--- config.mk ---
export PLATFORM = sky130hd
export DESIGN_NAME = rgb_to_hsl_convert_core_flat
export DESIGN_NICKNAME = d
export VERILOG_FILES = /design/src/hw/rtl/rhc_pkg.sv /design/src/hw/rtl/rhc_if.sv /design/src/hw/rtl/rgb_to_hsl_convert_core.sv /design/src/flat_wrapper.sv
export SDC_FILE = /design/constraint.sdc
export NUM_CORES = 2
export LEC_CHECK = 0
export ABC_AREA = 1
export ABC_CLOCK_PERIOD_IN_PS = 48600
export BUFFER_PORTS_ARGS = -buffer_cell sky130_fd_sc_hd__buf_2
export CORE_MARGIN = 5
export CORE_UTILIZATION = 65
export CTS_BUF_LIST = sky130_fd_sc_hd__clkbuf_2
export CTS_CLUSTER_DIAMETER = 30
export DETAILED_ROUTE_END_ITERATION = 10
export GPL_ROUTABILITY_DRIVEN = 0
export HOLD_SLACK_MARGIN = 0.02
export PLACE_DENSITY = 0.82
export SYNTH_ARGS = -nofsm -noshare
export SYNTH_HDL_FRONTEND = slang
export SYNTH_SLANG_ARGS = --single-unit
export TNS_END_PERCENT = 30
--- constraint.sdc ---
create_clock -name clk_i -period 48.6 [get_ports clk_i]
set_clock_uncertainty 0.15 [all_clocks]
set_input_delay 4.86 -clock clk_i [delete_from_list [all_inputs] [get_ports clk_i]]
set_output_delay 4.86 -clock clk_i [all_outputs]
set_load 0.005 [all_outputs]
--- src/hw/rtl/rhc_pkg.sv ---
// Shared constants, types and the division step for the RGB to HSL converter.
`default_nettype none

package rhc_pkg;

  localparam int unsigned DIV_STEPS = 16;

  localparam logic [11:0] HUE_SIXTH      = 12'd3840;
  localparam logic [15:0] HUE_GREEN_BASE = 16'd7680;
  localparam logic [15:0] HUE_BLUE_BASE  = 16'd15360;
  localparam logic [15:0] HUE_FULL       = 16'd23040;
  localparam logic [14:0] HUE_MAX        = 15'd23039;
  localparam logic [15:0] SAT_ONE        = 16'd32768;
  localparam logic [8:0]  LIGHT_FULL     = 9'd510;

  typedef enum logic [1:0] {
    SEC_RED,
    SEC_GREEN,
    SEC_BLUE
  } rhc_sector_e;

  // Channel compare results, one register stage ahead of the dividers.
  typedef struct packed {
    logic [7:0]  delta;
    logic [7:0]  adiff;
    logic        neg;
    rhc_sector_e sector;
    logic [7:0]  den;
    logic [8:0]  sum;
    logic        grey;
    logic        sat_zero;
  } rhc_prep_t;

  // Partial remainder and shifting dividend/quotient word of one divider.
  typedef struct packed {
    logic [7:0]  rem;
    logic [15:0] dq;
  } rhc_quo_t;

  typedef struct packed {
    rhc_quo_t    hue_q;
    rhc_quo_t    sat_q;
    logic [7:0]  delta;
    logic [7:0]  den;
    logic [8:0]  sum;
    rhc_sector_e sector;
    logic        neg;
    logic        grey;
    logic        sat_zero;
  } rhc_div_t;

  // One restoring division step: remainder stays below the divisor.
  function automatic rhc_quo_t rhc_div_step(input rhc_quo_t cur, input logic [7:0] dvsr);
    logic [8:0] t;
    rhc_quo_t   nxt;
    t = {cur.rem, cur.dq[15]};
    if (t >= {1'b0, dvsr}) begin
      nxt.rem = 8'(t - {1'b0, dvsr});
      nxt.dq  = {cur.dq[14:0], 1'b1};
    end else begin
      nxt.rem = t[7:0];
      nxt.dq  = {cur.dq[14:0], 1'b0};
    end
    return nxt;
  endfunction

endpackage

`default_nettype wire

--- src/hw/rtl/rhc_if.sv ---
// Handshake channels for the RGB pixel input and the HSL result output.
`default_nettype none

interface rhc_pixel_if;
  logic       valid;
  logic       ready;
  logic [7:0] red;
  logic [7:0] green;
  logic [7:0] blue;

  modport source (output valid, output red, output green, output blue, input ready);
  modport sink (input valid, input red, input green, input blue, output ready);
  modport monitor (input valid, input red, input green, input blue, input ready);
endinterface

interface rhc_hsl_if;
  logic        valid;
  logic        ready;
  logic [14:0] hue;
  logic [15:0] saturation;
  logic [8:0]  lightness;

  modport source (output valid, output hue, output saturation, output lightness, input ready);
  modport sink (input valid, input hue, input saturation, input lightness, output ready);
  modport monitor (input valid, input hue, input saturation, input lightness, input ready);
endinterface

`default_nettype wire

--- src/hw/rtl/rgb_to_hsl_convert_core.sv ---
// RGB to HSL converter: compare stage, two 16-step pipelined dividers, result register.
//
// pix_i carries one 8-bit RGB pixel per item; hsl_o returns hue (1/64 degree),
// saturation (32768 = 1.0) and lightness (max + min) for each pixel, in order.
// Throughput is one item per clock while hsl_o is not stalled. Each accepted
// item passes through the stages in order: one stage finds max, min and the
// hue sector, one stage forms the dividends, sixteen stages each resolve one
// quotient bit of the hue and saturation divisions side by side, and the last
// stage adds the sector base and drives the output register.
// All stages advance together while the output register is empty or being
// taken; when the receiver holds ready low with a result waiting, the whole
// pipeline and pix_i.ready freeze, so nothing is dropped or repeated.
// Bubbles travel as cleared valid bits.
// Reset (rst_ni low, asynchronous) clears every valid bit; items are accepted
// from the first clock edge after reset is released. There is no configuration.
`default_nettype none

module rgb_to_hsl_convert_core
  import rhc_pkg::*;
(
  input  wire logic  clk_i,
  input  wire logic  rst_ni,
  rhc_pixel_if.sink  pix_i,
  rhc_hsl_if.source  hsl_o
);

  logic advance;

  // Compare stage
  logic [7:0] mx, mn, da, db;
  logic [8:0] diff9, inv9, den9;
  rhc_prep_t  prep_d, prep_q;
  logic       prep_v_q;

  // Divider stages
  rhc_div_t           dv_q [DIV_STEPS+1];
  rhc_div_t           dv_n [DIV_STEPS];
  logic [DIV_STEPS:0] dv_v_q;
  rhc_div_t           dv0_d;
  logic [19:0]        hue_dvd;

  // Result stage
  rhc_div_t    last;
  logic [15:0] hue_s, hue_w;
  logic [14:0] hue_d, hue_q;
  logic [15:0] sat_d, sat_q;
  logic [8:0]  light_q;
  logic        out_v_q;

  assign advance     = !out_v_q || hsl_o.ready;
  assign pix_i.ready = advance;

  always_comb begin
    mx = (pix_i.red > pix_i.green) ? pix_i.red : pix_i.green;
    mn = (pix_i.red < pix_i.green) ? pix_i.red : pix_i.green;
    if (pix_i.blue > mx) mx = pix_i.blue;
    if (pix_i.blue < mn) mn = pix_i.blue;

    // First channel equal to max picks the sector
    if (pix_i.red == mx) begin
      prep_d.sector = SEC_RED;
      da = pix_i.green;
      db = pix_i.blue;
    end else if (pix_i.green == mx) begin
      prep_d.sector = SEC_GREEN;
      da = pix_i.blue;
      db = pix_i.red;
    end else begin
      prep_d.sector = SEC_BLUE;
      da = pix_i.red;
      db = pix_i.green;
    end

    diff9        = {1'b0, da} - {1'b0, db};
    prep_d.neg   = diff9[8];
    prep_d.adiff = diff9[8] ? (db - da) : (da - db);
    prep_d.delta = mx - mn;
    prep_d.sum   = {1'b0, mx} + {1'b0, mn};
    inv9         = LIGHT_FULL - prep_d.sum;
    den9         = (prep_d.sum < inv9) ? prep_d.sum : inv9;
    prep_d.den   = den9[7:0];
    prep_d.grey  = (mx == mn);
    // Black and white both give a zero denominator
    prep_d.sat_zero = (den9 == 9'd0);
  end

  always_ff @(posedge clk_i) begin
    if (advance) prep_q <= prep_d;
  end

  // Dividends: 3840*|diff| for hue, delta*32768 for saturation; the top bits
  // seed the remainder and are below the divisor whenever that divisor is nonzero.
  always_comb begin
    hue_dvd = ({12'd0, prep_q.adiff} << 12) - ({12'd0, prep_q.adiff} << 8);
    dv0_d.hue_q.rem = {4'd0, hue_dvd[19:16]};
    dv0_d.hue_q.dq  = hue_dvd[15:0];
    dv0_d.sat_q.rem = {1'b0, prep_q.delta[7:1]};
    dv0_d.sat_q.dq  = {prep_q.delta[0], 15'd0};
    dv0_d.delta     = prep_q.delta;
    dv0_d.den       = prep_q.den;
    dv0_d.sum       = prep_q.sum;
    dv0_d.sector    = prep_q.sector;
    dv0_d.neg       = prep_q.neg;
    dv0_d.grey      = prep_q.grey;
    dv0_d.sat_zero  = prep_q.sat_zero;
  end

  always_ff @(posedge clk_i) begin
    if (advance) dv_q[0] <= dv0_d;
  end

  for (genvar k = 0; k < DIV_STEPS; k++) begin : g_div
    always_comb begin
      dv_n[k]       = dv_q[k];
      dv_n[k].hue_q = rhc_div_step(dv_q[k].hue_q, dv_q[k].delta);
      dv_n[k].sat_q = rhc_div_step(dv_q[k].sat_q, dv_q[k].den);
    end

    always_ff @(posedge clk_i) begin
      if (advance) dv_q[k+1] <= dv_n[k];
    end
  end

  always_ff @(posedge clk_i or negedge rst_ni) begin
    if (!rst_ni) begin
      prep_v_q <= 1'b0;
      dv_v_q   <= '0;
      out_v_q  <= 1'b0;
    end else if (advance) begin
      prep_v_q <= pix_i.valid;
      dv_v_q   <= {dv_v_q[DIV_STEPS-1:0], prep_v_q};
      out_v_q  <= dv_v_q[DIV_STEPS];
    end
  end

  // Add the sector base, wrap negative hue into range, zero hue for grey and saturation for a zero denominator
  always_comb begin
    last = dv_q[DIV_STEPS];
    case (last.sector)
      SEC_RED:   hue_s = 16'd0;
      SEC_GREEN: hue_s = HUE_GREEN_BASE;
      SEC_BLUE:  hue_s = HUE_BLUE_BASE;
      default:   hue_s = 16'd0;
    endcase
    hue_w = last.neg ? (hue_s - last.hue_q.dq) : (hue_s + last.hue_q.dq);
    if (hue_w[15]) hue_w = hue_w + HUE_FULL;
    hue_d = last.grey ? 15'd0 : hue_w[14:0];
    sat_d = last.sat_zero ? 16'd0 : last.sat_q.dq;
  end

  always_ff @(posedge clk_i) begin
    if (advance) begin
      hue_q   <= hue_d;
      sat_q   <= sat_d;
      light_q <= last.sum;
    end
  end

  assign hsl_o.valid      = out_v_q;
  assign hsl_o.hue        = hue_q;
  assign hsl_o.saturation = sat_q;
  assign hsl_o.lightness  = light_q;

endmodule

`default_nettype wire

--- src/flat_wrapper.sv ---
// flat-port wrapper written by rule: the top's interface ports become plain ports
module rgb_to_hsl_convert_core_flat import rhc_pkg::*;
  (clk_i, rst_ni, pix_i_valid, pix_i_red, pix_i_green, pix_i_blue, pix_i_ready, hsl_o_valid, hsl_o_hue, hsl_o_saturation, hsl_o_lightness, hsl_o_ready);
  rhc_pixel_if pix_i_i ();
  rhc_hsl_if hsl_o_i ();
  input  wire logic clk_i;
  input  wire logic rst_ni;
  input wire logic [$bits(pix_i_i.valid)-1:0] pix_i_valid;
  input wire logic [$bits(pix_i_i.red)-1:0] pix_i_red;
  input wire logic [$bits(pix_i_i.green)-1:0] pix_i_green;
  input wire logic [$bits(pix_i_i.blue)-1:0] pix_i_blue;
  output wire logic [$bits(pix_i_i.ready)-1:0] pix_i_ready;
  output wire logic [$bits(hsl_o_i.valid)-1:0] hsl_o_valid;
  output wire logic [$bits(hsl_o_i.hue)-1:0] hsl_o_hue;
  output wire logic [$bits(hsl_o_i.saturation)-1:0] hsl_o_saturation;
  output wire logic [$bits(hsl_o_i.lightness)-1:0] hsl_o_lightness;
  input wire logic [$bits(hsl_o_i.ready)-1:0] hsl_o_ready;
  assign pix_i_i.valid = pix_i_valid;
  assign pix_i_i.red = pix_i_red;
  assign pix_i_i.green = pix_i_green;
  assign pix_i_i.blue = pix_i_blue;
  assign pix_i_ready = pix_i_i.ready;
  assign hsl_o_valid = hsl_o_i.valid;
  assign hsl_o_hue = hsl_o_i.hue;
  assign hsl_o_saturation = hsl_o_i.saturation;
  assign hsl_o_lightness = hsl_o_i.lightness;
  assign hsl_o_i.ready = hsl_o_ready;
  rgb_to_hsl_convert_core u_core (.clk_i(clk_i), .rst_ni(rst_ni), .pix_i(pix_i_i), .hsl_o(hsl_o_i));
endmodule
### After elaboration in Yosys (flattened, before gate mapping)

Memory sizes are Yosys's and may differ from the RTL's.
Index checks and enable logic that the tools add are counted.

* memory bits (writable): 1326
* bits in registers: 97
* logic and storage cells: 150
* memories kept: 1
* bits of input ports: 28
* output and inout port bits: 42

Memory list
* u_core.dv_q: words 17, width 78, read ports 17, clocked after memory_dff 0, write ports 17, RTL line rgb_to_hsl_convert_core.sv:36 `rhc_div_t dv_q [DIV_STEPS+1];`

* mux-type cells: 48
* equality and inequality tests: 5
* magnitude comparators: 37
* $add $sub $neg: 42
* reduce and logical (&&, ||, !) cells: 3

Operators with widths (number)
* 24-bit 2-to-1 mux: 32
* 9-bit by 8-bit >= comparator with 1-bit output: 32
* 8-bit subtractor: 35
* 8-bit 2-to-1 mux: 9
* 14-bit case mux with 2 select lines: 1
* 8-bit equality test: 3
* 20-bit by 16-bit subtractor with 20-bit output: 1
* 14-bit by 16-bit adder with 16-bit output: 1
* 8-bit greater-than comparator: 2
* 8-bit less-than comparator: 2
* 16-bit 2-to-1 mux: 1
* 14-bit by 16-bit subtractor with 16-bit output: 1
* 15-bit adder, second input constant: 1
* 15-bit 2-to-1 mux: 1
* 8-bit by 8-bit adder with 9-bit output: 1
* 9-bit logical NOT: 1
* 9-bit less-than comparator: 1
* 9-bit 2-to-1 mux: 1
* 8-bit by 8-bit subtractor with 9-bit output: 1
* 9-bit subtractor, first input constant: 1
* 2-bit by 1-bit equality test with 1-bit output, second input constant: 1
* 2-bit equality test, second input constant: 1
* 1-bit 2-to-1 mux: 2
* 2-bit 2-to-1 mux: 1
* 2 further kinds: 2

### Logic depth before layout (Yosys ltp)

* depth in word-level cells: 9
* gate-level depth with buffers: 46
* depth with buffers taken out: 44

### Worst setup path after synthesis

Ideal clock, no wire load.

* kind: input-to-output
* from: input port hsl_o_ready
* to: output port pix_i_ready
* setup slack: 8.558 ns
* arrival time: 35.032 ns
* required time: 43.590 ns
* stages on the path: 3
* path buffers: 1
* cell sequence: inv_1 > nand2_1 > clkbuf_1

* longest elaborated chain between the ends: 1

Ends and longest elaborated chain
* start: declaration: RTL line flat_wrapper.sv:17 `input wire logic [$bits(hsl_o_i.ready)-1:0] hsl_o_ready;`
* 1-bit logical OR: RTL line rgb_to_hsl_convert_core.sv:50 `assign advance = !out_v_q || hsl_o.ready;`
* end: declaration: RTL line flat_wrapper.sv:12 `output wire logic [$bits(pix_i_i.ready)-1:0] pix_i_ready;`

No other way between the ends.

### Worst setup path after layout

Ends and elaborated chain as after synthesis.

==> impl_metrics.py <==
metrics = {
    "grt": {
        "grt_start_max_net_pins": 197,
        "grt_pass1_wl_um": 137000,
        "grt_use_total_pct": 19.3,
        "antenna_found_initial": 3,
        "grt_overflow_total": 0,
        "grt_pass1_vias": 31300,
    },
    "setup_path": {
        "required_ns": 43.59,
        "cpMostUsedCell": "buf_2",
        "crit_fanout": 32,
        "setup.worst_path.start_class": "input port",
        "worstSetupEndpointType": "primary output",
        "path_depth": 4,
        "critPathKind": "in2out",
        "crit_buf_inv": 3,
        "r2r_slack_ns": 43.64,
        "r2r-start": "u_core.hsl_o.valid",
        "ff2ff_path_depth": 5,
        "path_cells": "buf_2 -> inv_1 -> nand2_4 -> buf_2",
        "crit_slowest_cell": "nand2_4",
        "crit_start": "hsl_o_ready",
        "arrival_ns": 5.67,
        "reg2reg_to": "u_core.dv_q[0][1221]",
        "cp_top_family": "buffers and inverters",
        "slowest_delay_ns": 0.36,
    },
    "place": {
        "dpl.hpwl_um": 55900,
        "portBuffers": 69,
        "place_area_um2": 52700,
        "place_ws_ns": 37.41,
    },
    "synthesis": {
        "synth_top_family_by_area": "simple AND/OR/NAND/NOR gates",
        "yosysSeqAreaShare_pct": 65.9,
        "synth_compound_area_share_pct": 6.05,
        "ys_ff_latch": 1126,
        "synth_enable_flop_cells": 1107,
        "synthTopCellsByCount": "edfxtp_1 (1,107), inv_1 (613), nand2_1 (599)",
        "synth.area.top_cells": "edfxtp_1 (65%), ha_1 (7.9%), inv_1 (4.5%)",
        "synthMuxAreaShare_pct": 0.0416,
        "synthAdderAreaFrac_pct": 9.27,
        "yosys_warnings": 0,
        "synth_top_area_share_pct": 64.9,
        "synth_xor_area_share_pct": 3.40,
        "syn_area_um2": 51200,
        "async_flop_share_pct": 1.69,
        "syn_inst": 4159,
        "synth_cell_types": 53,
        "avgSynthCellArea_um2": 12.3,
        "yosys.area.top_type": "edfxtp_1",
        "synth_ff_type": "edfxtp_1",
        "yosysMostFrequentCell": "edfxtp_1",
        "mappedNetlistNets": 4546,
        "synthSimpleGateAreaFrac_pct": 10.3,
    },
    "cts": {
        "cts_tree": "built",
        "clock-sinks": 1126,
        "post_cts_resized": 0,
        "clock-root-buffer": "clkbuf_2",
        "holdBufCountCts": 0,
        "numCtsBuffers": 285,
        "clockBufferDepth": 4,
        "clk_latency_ns": 1.39,
        "htree_levels": 5,
        "cts.clk_slew.worst_paths_ns": 0.10,
        "postCtsSetupBuffers": 0,
    },
    "cells_and_area": {
        "fin_area_um2": 55200,
        "n_fill_cell": 5202,
        "final_layout_size_suffix_gt1_share_pct": 12.0,
        "area_delta_synth_final_pct": 7.85,
        "final_nets": 4863,
    },
    "flow_run": {
        "max_cap_violations": 0,
    },
    "timing": {
        "fin_crit_sh_pct": 22.0,
        "fin_hold_ws_ns": 0.225,
        "layout_setup_ws_ns": 37.92,
        "slew_violations": 0,
        "tns_ns": 0,
        "fmax_ghz": 0.0936,
        "rsz0062_at_grt": "no",
        "slew-limit-headroom_pct": 24.4,
        "setup_viol": 0,
        "final_hold_viol_count": 0,
        "min_period_ns": 10.68,
        "worst_pin_slew_ns": 1.13,
    },
    "floorplan": {
        "die-area_um2": 84500,
        "floorplan.initialDensity_pct": 65.2,
        "core_area_um2": 78500,
        "dieHeight_um": 291,
        "rows": 103,
        "die_x_um": 291,
        "ioPinCount": 70,
    },
    "drt": {
        "via_per_inst": 5.30,
        "met3_length_um": 3830,
        "top_layer": "met5",
        "num_vias": 30200,
        "ant_nets": 0,
        "met2_length_um": 44100,
        "drtIter0Drc": 1774,
        "drt-total-wl_um": 80600,
        "drtPass1Iterations": 5,
        "drc": 0,
        "wl_per_cell_um": 14.1,
        "drt-met1-wl_um": 30200,
    },
    "worst_hold_path": {
        "worstHoldEndpoint": "u_core.dv_q[0][162]",
        "hold_class": "reg2reg",
        "min_from": "u_core.dv_q[0][84]",
        "min_delay_path_depth": 0,
    },
    "status": {
        "status": "completed",
    },
}
==> cell type report <==
cell class,count,area [um^2],area share [%]
well taps,1050,1310,2.38
clock inverters,63,510,0.925
flip-flops and latches,1126,33700,61.1
multi-input cells,2365,14900,27.0
clock buffers,396,1980,3.59
inverters,617,2320,4.20
repair buffers,81,460,0.834
diodes,1,2.50,0.00453
==> logic make-up (layout without fill, tap and decap cells) <==
logic type	after synthesis	after routing
and+or+nand+nor	1240	1240
xor gates and xnor gates	197	197
other	0	1
muxes	2	2
AOI/OAI and AO/OA	567	567
adders and majority gates	359	359
DFF	1126	1126
buffers and inverters	668	1157
==> flip-flops by register name, indices dropped and copies added, names as in the netlist <==
name	cells
u_core.dv_v_q	17
u_core.prep_v_q	1
u_core.hsl_o.valid	1
u_core.dv_q	1030
u_core.hsl_o.hue	15
u_core.dv0_d	29
u_core.prep_q	8
u_core.hsl_o.saturation	16
u_core.hsl_o.lightness	9
==> metal layers <==
| metal | track usage (%) | up-vias |
|---|---|---|
| met2 | 36.2 | 690 |
| met5 | 0 | - |
| met3 | 4.92 | 201 |
| met1 | 20.4 | 14200 |
| li1 | - | 15100 |
| met4 | 8.40 | 2 |
==> per-stage QoR <==
step / utilization [%] / std cells
2_1_floorplan: - / 4159
3_3_place_gp: 67.2 / 5239
3_5_place_dp: 67.2 / 5239
4_1_cts: 70.3 / 5698
5_1_grt: 70.3 / 5699
6_report: 70.3 / 5699
==> worst reg2reg max path, stage by stage, from the launching register on <==
cell and delay (ns):
dfrtp_1 0.42, nand2_4 0.39, buf_12 0.67, buf_4 1.07, buf_4 0.95, buf_4 0.84
==> worst max-delay path by stage <==
stage / to / slack, ns
2_1_floorplan: pix_i_ready / 8.56
3_3_place_gp: u_core.prep_q[29] / 37.64
3_5_place_dp: u_core.prep_q[29] / 37.41
4_1_cts: pix_i_ready / 37.84
5_1_grt: pix_i_ready / 37.82
6_report: pix_i_ready / 37.92
==> placed cells by master, fill, tap and decap left out, types with 29 or more instances in the layout <==
| cell | n |
|---|---|
| edfxtp_1 | 1107 |
| o21bai_1 | 29 |
| nor2_1 | 340 |
| fa_1 | 34 |
| clkbuf_2 | 396 |
| a21oi_1 | 215 |
| xor2_1 | 142 |
| clkinv_1 | 41 |
| o21ai_0 | 247 |
| nand3_1 | 172 |
| ha_1 | 325 |
| xnor2_1 | 53 |
| nand4_1 | 40 |
| a21o_1 | 30 |
| inv_1 | 613 |
| nand2_1 | 598 |
| buf_2 | 69 |
Power is not shown: default switching activity piles up to over one toggle a cycle in this logic, so the estimate is an artifact.
